--- src/rtl/probe_reference_match_assert.svh ---
// Assertion macros for the probe reference matcher.
// Used by the top level; expects clk and rst_n in scope.
`ifndef PROBE_REFERENCE_MATCH_ASSERT_SVH
`define PROBE_REFERENCE_MATCH_ASSERT_SVH

// Same-cycle implication, disabled during reset
`define PRM_ASSERT_IMP(name, ante, cons, msg) \
    name: assert property (@(posedge clk) disable iff (!rst_n) (ante) |-> (cons)) \
        else $error(msg);

// Next-cycle implication, disabled during reset
`define PRM_ASSERT_NXT(name, ante, cons, msg) \
    name: assert property (@(posedge clk) disable iff (!rst_n) (ante) |=> (cons)) \
        else $error(msg);

`endif

--- src/rtl/prm_pkg.sv ---
// Shared types and constants for the probe reference matcher.
// No dependencies; imported by the controller, datapath and top level.
package prm_pkg;

    localparam int DIST_W = 16;
    localparam int IDX_W = 7;
    localparam logic [IDX_W-1:0] IDX_SAT = 7'd127;
    localparam logic [DIST_W-1:0] THRESHOLD_RESET = 16'd4096;

    // Request action codes
    typedef enum logic [1:0] {
        ACT_CLEAR = 2'd0,
        ACT_LOAD  = 2'd1,
        ACT_QUERY = 2'd2,
        ACT_NONE  = 2'd3
    } prm_action_t;

    // Controller states
    typedef enum logic [1:0] {
        S_IDLE,
        S_SCAN,
        S_DRAIN,
        S_DONE
    } prm_state_t;

    // Controller to datapath
    typedef struct packed {
        logic accept;   // latch request, reset scan pointers
        logic clear;    // empty the reference set
        logic load;     // handle a load element
        logic issue;    // read one reference entry for the scan
        logic advance;  // step the element index
        logic emit;     // write the result and end the vector
    } prm_cmd_t;

    // Datapath to controller
    typedef struct packed {
        logic idx_in_range;
        logic idx_at_end;
        logic refs_present;
        logic scan_last;
        logic out_free;
        logic query_last;
    } prm_status_t;

endpackage

--- src/rtl/prm_ctrl.sv ---
// Sequencer for the probe reference matcher.
// Depends on prm_pkg for state, action, command and status types.
module prm_ctrl (
    input  logic                clk,
    input  logic                rst_n,
    input  logic                in_valid,
    output logic                in_stall,
    input  logic [1:0]          action,
    input  logic                last,
    input  prm_pkg::prm_status_t st,
    output prm_pkg::prm_cmd_t    cmd
);
    import prm_pkg::*;

    prm_state_t state_reg;
    prm_state_t state_next;
    logic       take;
    logic       scan_go;

    assign take = in_valid && (state_reg == S_IDLE);
    // query element needs a scan when it is stored-range, refs exist, and
    // it is either a middle element or a correctly placed last one
    assign scan_go = st.idx_in_range && st.refs_present && (!last || st.idx_at_end);

    // State register
    always_ff @(posedge clk or negedge rst_n)
    begin
        if (!rst_n)
        begin
            state_reg <= S_IDLE;
        end
        else
        begin
            state_reg <= state_next;
        end
    end

    // Next state
    always_comb
    begin
        state_next = state_reg;
        unique case (state_reg)
            S_IDLE:
            begin
                if (take && (prm_action_t'(action) == ACT_QUERY))
                begin
                    state_next = scan_go ? S_SCAN : S_DONE;
                end
            end
            S_SCAN:
            begin
                if (st.scan_last)
                begin
                    state_next = S_DRAIN;
                end
            end
            S_DRAIN:
            begin
                state_next = S_DONE;
            end
            S_DONE:
            begin
                if (!st.query_last || st.out_free)
                begin
                    state_next = S_IDLE;
                end
            end
            default:
            begin
                state_next = S_IDLE;
            end
        endcase
    end

    // Outputs
    always_comb
    begin
        cmd      = '0;
        in_stall = (state_reg != S_IDLE);
        unique case (state_reg)
            S_IDLE:
            begin
                if (take)
                begin
                    cmd.accept = 1'b1;
                    unique case (prm_action_t'(action))
                        ACT_CLEAR: cmd.clear = 1'b1;
                        ACT_LOAD:  cmd.load  = 1'b1;
                        ACT_QUERY: cmd.accept = 1'b1;
                        ACT_NONE:  cmd.accept = 1'b1;
                        default:   cmd.accept = 1'b1;
                    endcase
                end
            end
            S_SCAN:
            begin
                cmd.issue = 1'b1;
            end
            S_DRAIN:
            begin
                cmd = '0;
            end
            S_DONE:
            begin
                if (!st.query_last)
                begin
                    cmd.advance = 1'b1;
                end
                else if (st.out_free)
                begin
                    cmd.emit = 1'b1;
                end
            end
            default:
            begin
                cmd = '0;
            end
        endcase
    end

endmodule

--- config.mk ---
export PLATFORM = sky130hd
export DESIGN_NAME = prm_ctrl
export DESIGN_NICKNAME = d
export VERILOG_FILES = /design/src/rtl/probe_reference_match_assert.svh /design/src/rtl/prm_pkg.sv /design/src/rtl/prm_ctrl.sv
export SDC_FILE = /design/constraint.sdc
export NUM_CORES = 1
export LEC_CHECK = 0
export BUFFER_PORTS_ARGS = -buffer_cell sky130_fd_sc_hd__buf_2
export CELL_PAD_IN_SITES_DETAIL_PLACEMENT = 0
export CELL_PAD_IN_SITES_GLOBAL_PLACEMENT = 1
export CORE_AREA = 2 2 39 41
export DETAILED_ROUTE_END_ITERATION = 8
export DIE_AREA = 0 0 41 43
export PLACE_DENSITY_LB_ADDON = 0.3
export SETUP_SLACK_MARGIN = 0.1
export SLEW_MARGIN = 5
export SYNTH_ARGS = -nofsm -noshare
export SYNTH_HDL_FRONTEND = slang
export SYNTH_SLANG_ARGS = --single-unit
--- constraint.sdc ---
create_clock -name clk -period 1.9 [get_ports clk]
set_input_delay 0.285 -clock clk [delete_from_list [all_inputs] [get_ports clk]]
set_output_delay 0.285 -clock clk [all_outputs]
set_load 0.02 [all_outputs]
==> metrics.md, run 1 <==
| Metric | Value |
|---|---|
| Required time worst endpoint | 1.62 ns |
| Post-synth EDFFs | 0 |
| Ranking of synthesized cells by area | dfrtp_1, ha_1, inv_1, a211oi_2, nor2b_1 |
| Post-synth top cells | ha_1, inv_1, dfrtp_1, nor2b_1 |
| Reg-to-reg critical path startpoint | state_reg[1] |
| Skew final | 0.001744 ns |
| Setup Buffers After CTS | 0 |
| Int Power | 291.7 µW |
| Initial Util | 16.27% |
| Adder-cell share of the synthesized area | 22.22% |
| Synth Area in Compound Gates | 13.89% |
| Area fraction of the dominant cell type after synthesis | 22.22% |
| H-tree Lvls | 1 |
| Max reg flops | 2 |
| GP Congestion | 0.6462 |
| Routed WL per cell | 8.460 µm |
| TritonCTS Buffers | 3 |
| Final period utilization | 87.91% |
| First-pass GRT wire length | 821 µm |
| Crit path cell chain | inv_1, ha_4, nand2_1, nor3b_2, buf_2 |
| Vias per cell | 3.873 |
| Final Max Tran Viols | 0 |
| CTS sink cnt | 2 |
| Top FF cell, synth | dfrtp_1 |
| Final core occ | 27.85% |
| Final min period | 1.670 ns |
| Antenna violations before repair | 0 |
| Least-Margin Pin Slew | 0.2064 ns |
| Nets | 65 |
| Post-synthesis mux area share | 5.000% |
| Post-Layout Inst Area | 385.4 µm² |
| Worst slew margin | 86.21% |
| Clock insertion delay at the later pin of the skew report | 0.22 ns |
| Synth Net Count | 41 |
| Post-synth ARST share | 100.0% |
| Clock power share | 18.4% |
| Vias in the first global route | 225 |
| #FFs+latches synth | 2 |
| Design Power | 511.7 µW |
| IO Pins | 19 |
| Die W | 41 µm |
| Routed Wire Length | 533 µm |
| Core area | 1384 µm² |
| Root buffer cell | clkbuf_4 |
| Drt first-iter violations | 2 |
| Vias | 244 |
| Seq/Total Area, Yosys | 22.22% |
| Critical path type | reg2out |
| Seq pwr share | 17.8% |
| Final setup vio count | 0 |
| DP Area | 335.3 µm² |
| P_leak | 0.0002115 µW |
| Sw Ratio | 42.99% |
| Synthesized cell area | 225.2 µm² |
| Port Buf Inserts | 18 |
| Crit path from | state_reg[0] |
| P&R area growth vs syn | 71.11% |
| Worst setup SP type | flip-flop |
| Largest family of logic cells by synthesized area | simple AND/OR/NAND/NOR gates |
| Max-cap violations | 0 |
| RSZ-0062 raised after global routing | no |
| Clock transition at path regs | 0.03 ns |
| Final Hold Viols | 0 |
| Avg Cell Area, Syn | 9.009 µm² |
| Post-route DRC | 0 |
| Status | complete, no violations |
| Slowest stage delay, CP | 0.40 ns |
| Detail Route Antenna Nets | 0 |
| Unique masters post-synth | 17 |
| CP Capture Type | output pin |
| Std-Cell Rows | 14 |
| DP HPWL | 421.5 µm |
| Largest net degree at the start of global routing | 7 |
| Worst hold path class | in2async |
| Crit Path Max Fanout | 6 |
| VDD IR-drop max | 0.5557 mV |
| Synth Area in Simple Gates | 30.00% |
| TritonCTS clock tree | yes |
| TritonRoute pass-1 iters | 2 |
| PD cells | 1328 nW/µm² |
| Setup total negative slack | 0 ns |
| Psw | 220.0 µW |
| Remaining Overflow, GRT | 0 |
| Fmax | 598.7 MHz |
| Yosys top cell by area | dfrtp_1 |
| Post-Synth XOR/XNOR Area | 0% |
| Share of cells above drive strength 1 | 51.06% |
| Synth warn | 0 |
| Die extent in y | 43 µm |
| Post-Synthesis Cells | 25 |
| Die footprint | 1763 µm² |
| Max Buffers Root-to-Sink | 2 |
| Gate power share | 63.8% |
| CP max stage cell | dfrtp_1 |
| All-layer global routing usage | 7.236% |
| WP data arrival | 1.39 ns |
| N_diodes | 0 |
worst paths after layout:
path | end | slack (ns) | cells after the start
max | cmd[3] | 0.23 | 5
min | state_reg[0] | 0.38 | 2
max reg2reg | state_reg[1] | 0.38 | 5
min reg2reg | state_reg[1] | 0.56 | 1
max in group asynchronous | state_reg[1] | 1.42 | 2
min in group clk | state_reg[1] | 0.53 | 3
per-layer routing:
| layer | routed length [µm] | vias up | track usage [%] |
|---|---|---|---|
| li1 | - | 130 | - |
| met4 | 0 | 0 | 8.000 |
| met3 | 49 | 0 | 0 |
| met1 | 220 | 104 | 8.387 |
| met5 | 0 | - | 0 |
| met2 | 264 | 10 | 10.63 |
area by class of cell:
cell class	count	area [µm²]
Fill cell	149	998.5
Multi-Input combinational cell	19	177.7
Timing Repair Buffer	19	100.1
Sequential cell	2	50.05
Clock buffer	3	22.52
Tap cell	16	20.02
Inverter	4	15.01
logic make-up (layout without fill, tap and decap cells):
kind of cell | Yosys count | in the layout
AND/OR/NAND/NOR | 11 | 11
buffers and inverters | 4 | 26
AO/OA/AOI/OAI | 3 | 3
flip-flops | 2 | 2
adder cells (fa/ha/maj) | 4 | 4
multiplexers | 1 | 1
metrics by stage:
step                      setup slack, ns  hold slack (ns)  cells
after floorplan                    0.2840         -0.01059     25
after global placement             0.3195          0.07069     59
after detailed placement           0.3256          0.07193     59
after CTS                          0.1341           0.3634     63
after global routing               0.1159           0.3962     63
final                              0.2298           0.3815     63
power by group through the flow:
stage | sequential (µW) | clock (µW) | combinational, µW
after floorplan | 85.3 | 0 | 228
after global placement | 92.5 | 0 | 306
after detailed placement | 91.5 | 0 | 304
after CTS | 90.9 | 103 | 310
after global routing | 96.4 | 103 | 385
final | 91.2 | 94.3 | 326
layout by cell type, fill, tap and decap left out, types with 2 or more instances in the layout:
cell / count
ha_1: 3
buf_2: 18
inv_1: 4
nor2b_1: 2
dfrtp_1: 2
clkbuf_4: 3
worst max-delay path, delay by kind of cell (launching register included):
kind	cells	cell delay, ns
adder cells (fa/ha/maj)	1	0.18
flip-flops	1	0.40
buffers and inverters	2	0.32
AND/OR/NAND/NOR	2	0.25
what timing repair did:
item,in CTS,in global routing
hold buffers,1,0
endpoints found under the setup margin,1,1
hold endpoints to repair,2,0
resized for setup,1,2
gates cloned,0,0
Note: power is estimated with default switching activity, not from simulation.
==> run 2, diff against run 1 <==
Settings changed: CELL_PAD_IN_SITES_DETAIL_PLACEMENT 0 to 1.
==> metrics.md, run 2 (synthesis results as in run 1) <==
| Metric | Value |
|---|---|
| TritonCTS clock tree | yes (unchanged) |
| Worst setup SP type | flip-flop (unchanged) |
| Final setup vio count | 0 (unchanged) |
| Die footprint | 1763 µm² (unchanged) |
| Remaining Overflow, GRT | 0 (unchanged) |
| Share of cells above drive strength 1 | 51.06% (unchanged) |
| Detail Route Antenna Nets | 0 (unchanged) |
| P&R area growth vs syn | 71.11% (unchanged) |
| N_diodes | 0 (unchanged) |
| Antenna violations before repair | 0 (unchanged) |
| R2r worst-path depth | 5 (unchanged) |
| Final core occ | 27.85% (unchanged) |
| Nets | 65 (unchanged) |
| Vias in the first global route | 233 (was 225) |
| TritonCTS Buffers | 3 (unchanged) |
| Post-route DRC | 0 (unchanged) |
| Root buffer cell | clkbuf_4 (unchanged) |
| Max Buffers Root-to-Sink | 2 (unchanged) |
| VDD IR-drop max | 0.5599 mV (was 0.5557 mV) |
| Clock insertion delay at the later pin of the skew report | 0.22 ns (about the same) |
| Final Max Tran Viols | 0 (unchanged) |
| TritonRoute pass-1 iters | 2 (unchanged) |
| IO Pins | 19 (unchanged) |
| DP HPWL | 462.4 µm (was 421.5 µm) |
| Critical path type | reg2out (unchanged) |
| Routed Wire Length | 551 µm (was 533 µm) |
| Drt first-iter violations | 1 (was 2) |
| Final period utilization | 88.65% (was 87.91%) |
| Final Hold Viols | 0 (unchanged) |
| Vias per cell | 3.952 (was 3.873) |
| CTS sink cnt | 2 (unchanged) |
| Port Buf Inserts | 18 (unchanged) |
| Setup Buffers After CTS | 0 (unchanged) |
| GP Congestion | 0.6462 (unchanged) |
| Commonest cells after routing, fill and taps aside | buf_2, inv_1, ha_1, clkbuf_4 (unchanged) |
| CP Capture Type | output pin (unchanged) |
| PD cells | 1334 nW/µm² (was 1328 nW/µm²) |
| RSZ-0062 raised after global routing | no (unchanged) |
| Std-Cell Rows | 14 (unchanged) |
| Routed WL per cell | 8.746 µm (was 8.460 µm) |
| Clock transition at path regs | 0.03 ns (about the same) |
| All-layer global routing usage | 7.839% (was 7.236%) |
| First-pass GRT wire length | 917 µm (was 821 µm) |
| Final min period | 1.684 ns (was 1.670 ns) |
| Setup total negative slack | 0 ns (unchanged) |
| Max reg flops | 2 (unchanged) |
| Max-cap violations | 0 (unchanged) |
| Vias | 249 (was 244) |
| Required time worst endpoint | 1.62 ns (about the same) |
| Least-Margin Pin Slew | 0.2060 ns (was 0.2064 ns) |
| Worst slew margin | 86.24% (was 86.21%) |
| H-tree Lvls | 1 (unchanged) |
| Status | complete, no violations (unchanged) |
| WP data arrival | 1.40 ns (was 1.39 ns) |
| Initial Util | 16.27% (unchanged) |
| Die extent in y | 43 µm (unchanged) |
| Fmax | 593.7 MHz (was 598.7 MHz) |
| Crit Path Max Fanout | 6 (unchanged) |
| Core area | 1384 µm² (unchanged) |
| P_leak | 0.0002115 µW (unchanged) |
| Worst hold path class | in2async (unchanged) |
| Most common cell after layout, fill and taps aside | buf_2 (unchanged) |
| Largest net degree at the start of global routing | 7 (unchanged) |
| Die W | 41 µm (unchanged) |
| Skew final | 0.001123 ns (was 0.001744 ns) |
## run 2: cell counts in the layout (fill, tap and decap cells not counted)
Identical to the previous run, type by type.
## run 2: path summary, 6_finish.rpt
path / startpoint / end / slack [ns]
worst max-delay path: state_reg[0] / cmd[3] / 0.22
worst min-delay path: rst_n / state_reg[0] / 0.37
worst max register to register: state_reg[1] / state_reg[1] / 0.39
worst min register to register: state_reg[1] / state_reg[1] / 0.56
max in group asynchronous: rst_n / state_reg[1] / 1.44
min in group clk: st[3] / state_reg[1] / 0.54
## run 2: critical path: stages, from the launching register on
cell     delay (ns)
dfrtp_1        0.40
inv_1          0.14
ha_4           0.18
nand2_1        0.10
nor3b_2        0.17
buf_2          0.18
## run 2: area by class of cell
| class | count | area, µm² |
|---|---|---|
| Inverter | 4 | 15.01 |
| Timing Repair Buffer | 19 | 100.1 |
| Multi-Input combinational cell | 19 | 177.7 |
| Clock buffer | 3 | 22.52 |
| Tap cell | 16 | 20.02 |
| Fill cell | 174 | 998.5 |
| Sequential cell | 2 | 50.05 |
## run 2: what timing repair did
action                                  in CTS  in global routing
gates cloned                                 0                  0
hold buffers                                 1                  0
endpoints found under the hold margin        2                  0
pin swaps                                    0                  0
resized for setup                            1                  2
endpoints found under the setup margin       1                  1
## run 2: stage by stage
step | hold slack (ns) | cell area [µm²] | total power, µW | setup slack [ns] | std cells
after floorplan | -0.01059 | 225.2 | 313.0 | 0.2840 | 25
after global placement | 0.07069 | 335.3 | 398.4 | 0.3195 | 59
after detailed placement | 0.07099 | 335.3 | 397.3 | 0.3049 | 59
after CTS | 0.3582 | 370.4 | 505.6 | 0.1070 | 63
after global routing | 0.3754 | 385.4 | 577.9 | 0.1032 | 63
final | 0.3689 | 385.4 | 514.1 | 0.2156 | 63
## run 2: power breakdown
part           total [µW]  switching (µW)  internal (µW)
Combinational         329             173            156
Sequential           90.5            23.2           67.3
Clock                94.6            24.9           69.8
Total                 514             221            293
## run 2: layer usage
layer	up-vias	share of wire [%]	global-route usage, %
li1	131	-	-
met1	108	39	10.00
met2	10	50	10.94
met3	0	11	0
met4	0	0	8.000
met5	-	0	0
==> run 3, diff against run 2 <==
Settings changed: GPL_TIMING_DRIVEN set to 0.
==> metrics.md, run 3 (synthesis results as in run 1) <==
| Metric | Value |
|---|---|
| Port Buf Inserts | 18 (unchanged) |
| Final period utilization | 85.72% (was 88.65%) |
| Initial Util | 16.27% (unchanged) |
| Post-Layout Inst Area | 380.4 µm² (was 385.4 µm²) |
| Std-Cell Rows | 14 (unchanged) |
| Worst setup SP type | flip-flop (unchanged) |
| Setup Buffers After CTS | 0 (unchanged) |
| Core area | 1384 µm² (unchanged) |
| Slowest stage delay, CP | 0.41 ns (was 0.40 ns) |
| Final Max Tran Viols | 0 (unchanged) |
| Worst hold path class | in2async (unchanged) |
| RSZ-0062 raised after global routing | no (unchanged) |
| Final setup vio count | 0 (unchanged) |
| Crit path cell chain | inv_2, ha_4, nand2_1, nor3b_1, buf_2 (was inv_1, ha_4, nand2_1, nor3b_2, buf_2) |
| Final min period | 1.629 ns (was 1.684 ns) |
| PD cells | 1350 nW/µm² (was 1334 nW/µm²) |
| Crit path from | state_reg[0] (unchanged) |
| Vias in the first global route | 249 (was 233) |
| Least-Margin Pin Slew | 0.2243 ns (was 0.2060 ns) |
| Reg2Reg Setup Slack | 0.39 ns (about the same) |
| Post-route DRC | 0 (unchanged) |
| CP max stage cell | dfrtp_1 (unchanged) |
| Crit Path Max Fanout | 6 (unchanged) |
| Setup total negative slack | 0 ns (unchanged) |
| Die extent in y | 43 µm (unchanged) |
| Nets | 65 (unchanged) |
| Buf+Inv Stages, Crit Path | 2 (unchanged) |
| Most common cell after layout, fill and taps aside | buf_2 (unchanged) |
| Die W | 41 µm (unchanged) |
| Clock transition at path regs | 0.03 ns (about the same) |
| DP Area | 335.3 µm² (unchanged) |
| Critical path type | reg2out (unchanged) |
| Largest net degree at the start of global routing | 7 (unchanged) |
| Max-cap violations | 0 (unchanged) |
| Final core occ | 27.49% (was 27.85%) |
| CP Capture Type | output pin (unchanged) |
| Status | complete, no violations (unchanged) |
| Share of cells above drive strength 1 | 51.06% (unchanged) |
| Root buffer cell | clkbuf_4 (unchanged) |
| First-pass GRT wire length | 897 µm (was 917 µm) |
| Reg-to-reg critical path startpoint | state_reg[1] (unchanged) |
| Routed Wire Length | 555 µm (was 551 µm) |
| TritonRoute pass-1 iters | 1 (was 2) |
| TritonCTS clock tree | yes (unchanged) |
| TritonCTS Buffers | 3 (unchanged) |
| P&R area growth vs syn | 68.89% (was 71.11%) |
| N_diodes | 0 (unchanged) |
| Detail Route Antenna Nets | 0 (unchanged) |
| Max reg flops | 2 (unchanged) |
| Crit-path leading delay family | flip-flops (unchanged) |
| CTS sink cnt | 2 (unchanged) |
| IO Pins | 19 (unchanged) |
| VDD IR-drop max | 0.5199 mV (was 0.5599 mV) |
| Drt first-iter violations | 0 (was 1) |
| Worst slack, placed | 0.3519 ns (was 0.3049 ns) |
| Final Hold Viols | 0 (unchanged) |
| Vias per cell | 4.127 (was 3.952) |
| Max Buffers Root-to-Sink | 2 (unchanged) |
| Design Power | 513.7 µW (was 514.1 µW) |
| Clock insertion delay at the later pin of the skew report | 0.22 ns (about the same) |
| WP data arrival | 1.34 ns (was 1.40 ns) |
| P_leak | 0.0002093 µW (was 0.0002115 µW) |
| Fmax | 614.0 MHz (was 593.7 MHz) |
| Remaining Overflow, GRT | 0 (unchanged) |
| All-layer global routing usage | 7.631% (was 7.839%) |
| Skew final | 0.001258 ns (was 0.001123 ns) |
| Required time worst endpoint | 1.62 ns (about the same) |
| Vias | 260 (was 249) |
| R2r worst-path depth | 5 (unchanged) |
| Levels on crit path | 5 (unchanged) |
| Antenna violations before repair | 0 (unchanged) |
| Worst slew margin | 85.02% (was 86.24%) |
| Commonest cells after routing, fill and taps aside | buf_2, inv_1, ha_1, clkbuf_4 (unchanged) |
| H-tree Lvls | 1 (unchanged) |
| Routed WL per cell | 8.810 µm (was 8.746 µm) |
| Setup ws final | 0.2714 ns (was 0.2156 ns) |
| GP Congestion | 0.6363 (was 0.6462) |
| Die footprint | 1763 µm² (unchanged) |
==> run 3: cell count changes in the layout (fill, tap and decap cells not counted) <==
cell,delta
inv_1,-1
inv_2,+1
nor3b_1,+1
nor3b_2,-1
==> run 3: what timing repair did <==
action | in CTS | in global routing
setup endpoints to repair | 1 | 1
resized for setup | 1 | 2
hold buffers | 1 | 0
hold endpoints to repair | 2 | 0
==> run 3: path summary, 6_finish.rpt <==
path	endpoint
max	cmd[3]
min	state_reg[0]
min in group clk	state_reg[1]
max reg2reg	state_reg[1]
min reg2reg	state_reg[1]
max in group asynchronous	state_reg[1]
==> run 3: worst register-to-register path, stage by stage, from the launching register on <==
cell and delay (ns):
dfrtp_1 0.37, inv_1 0.09, ha_1 0.19, nor2b_1 0.16, a211oi_2 0.23, mux2_1 0.34
==> run 3: metal layers <==
layer  global-route usage, %  part of all wire [%]  vias up
li1                        -                     -      133
met1                   7.395                    39      117
met2                   12.81                    51       10
met3                   1.571                   9.5        0
met4                   6.000                     0        0
met5                       0                     0        -
==> run 3: area by class of cell <==
class,instances,area [µm²]
fillers,175,1003
multi-input cells,19,172.7
repair buffers,19,100.1
flip-flops and latches,2,50.05
clock buffers,3,22.52
well taps,16,20.02
inverters,4,15.01
==> run 3: power breakdown <==
group	internal (µW)	switching, µW
clock	69.6	23.0
sequential	67.3	24.6
combinational	157	173
total	294	220
==> run 3: per-stage QoR <==
step	cells	hold WS, ns
detailed placement	59	0.07231
global route	63	0.3911
floorplan	25	-0.01059
finish	63	0.3846
CTS	63	0.3638
global placement	59	0.07011
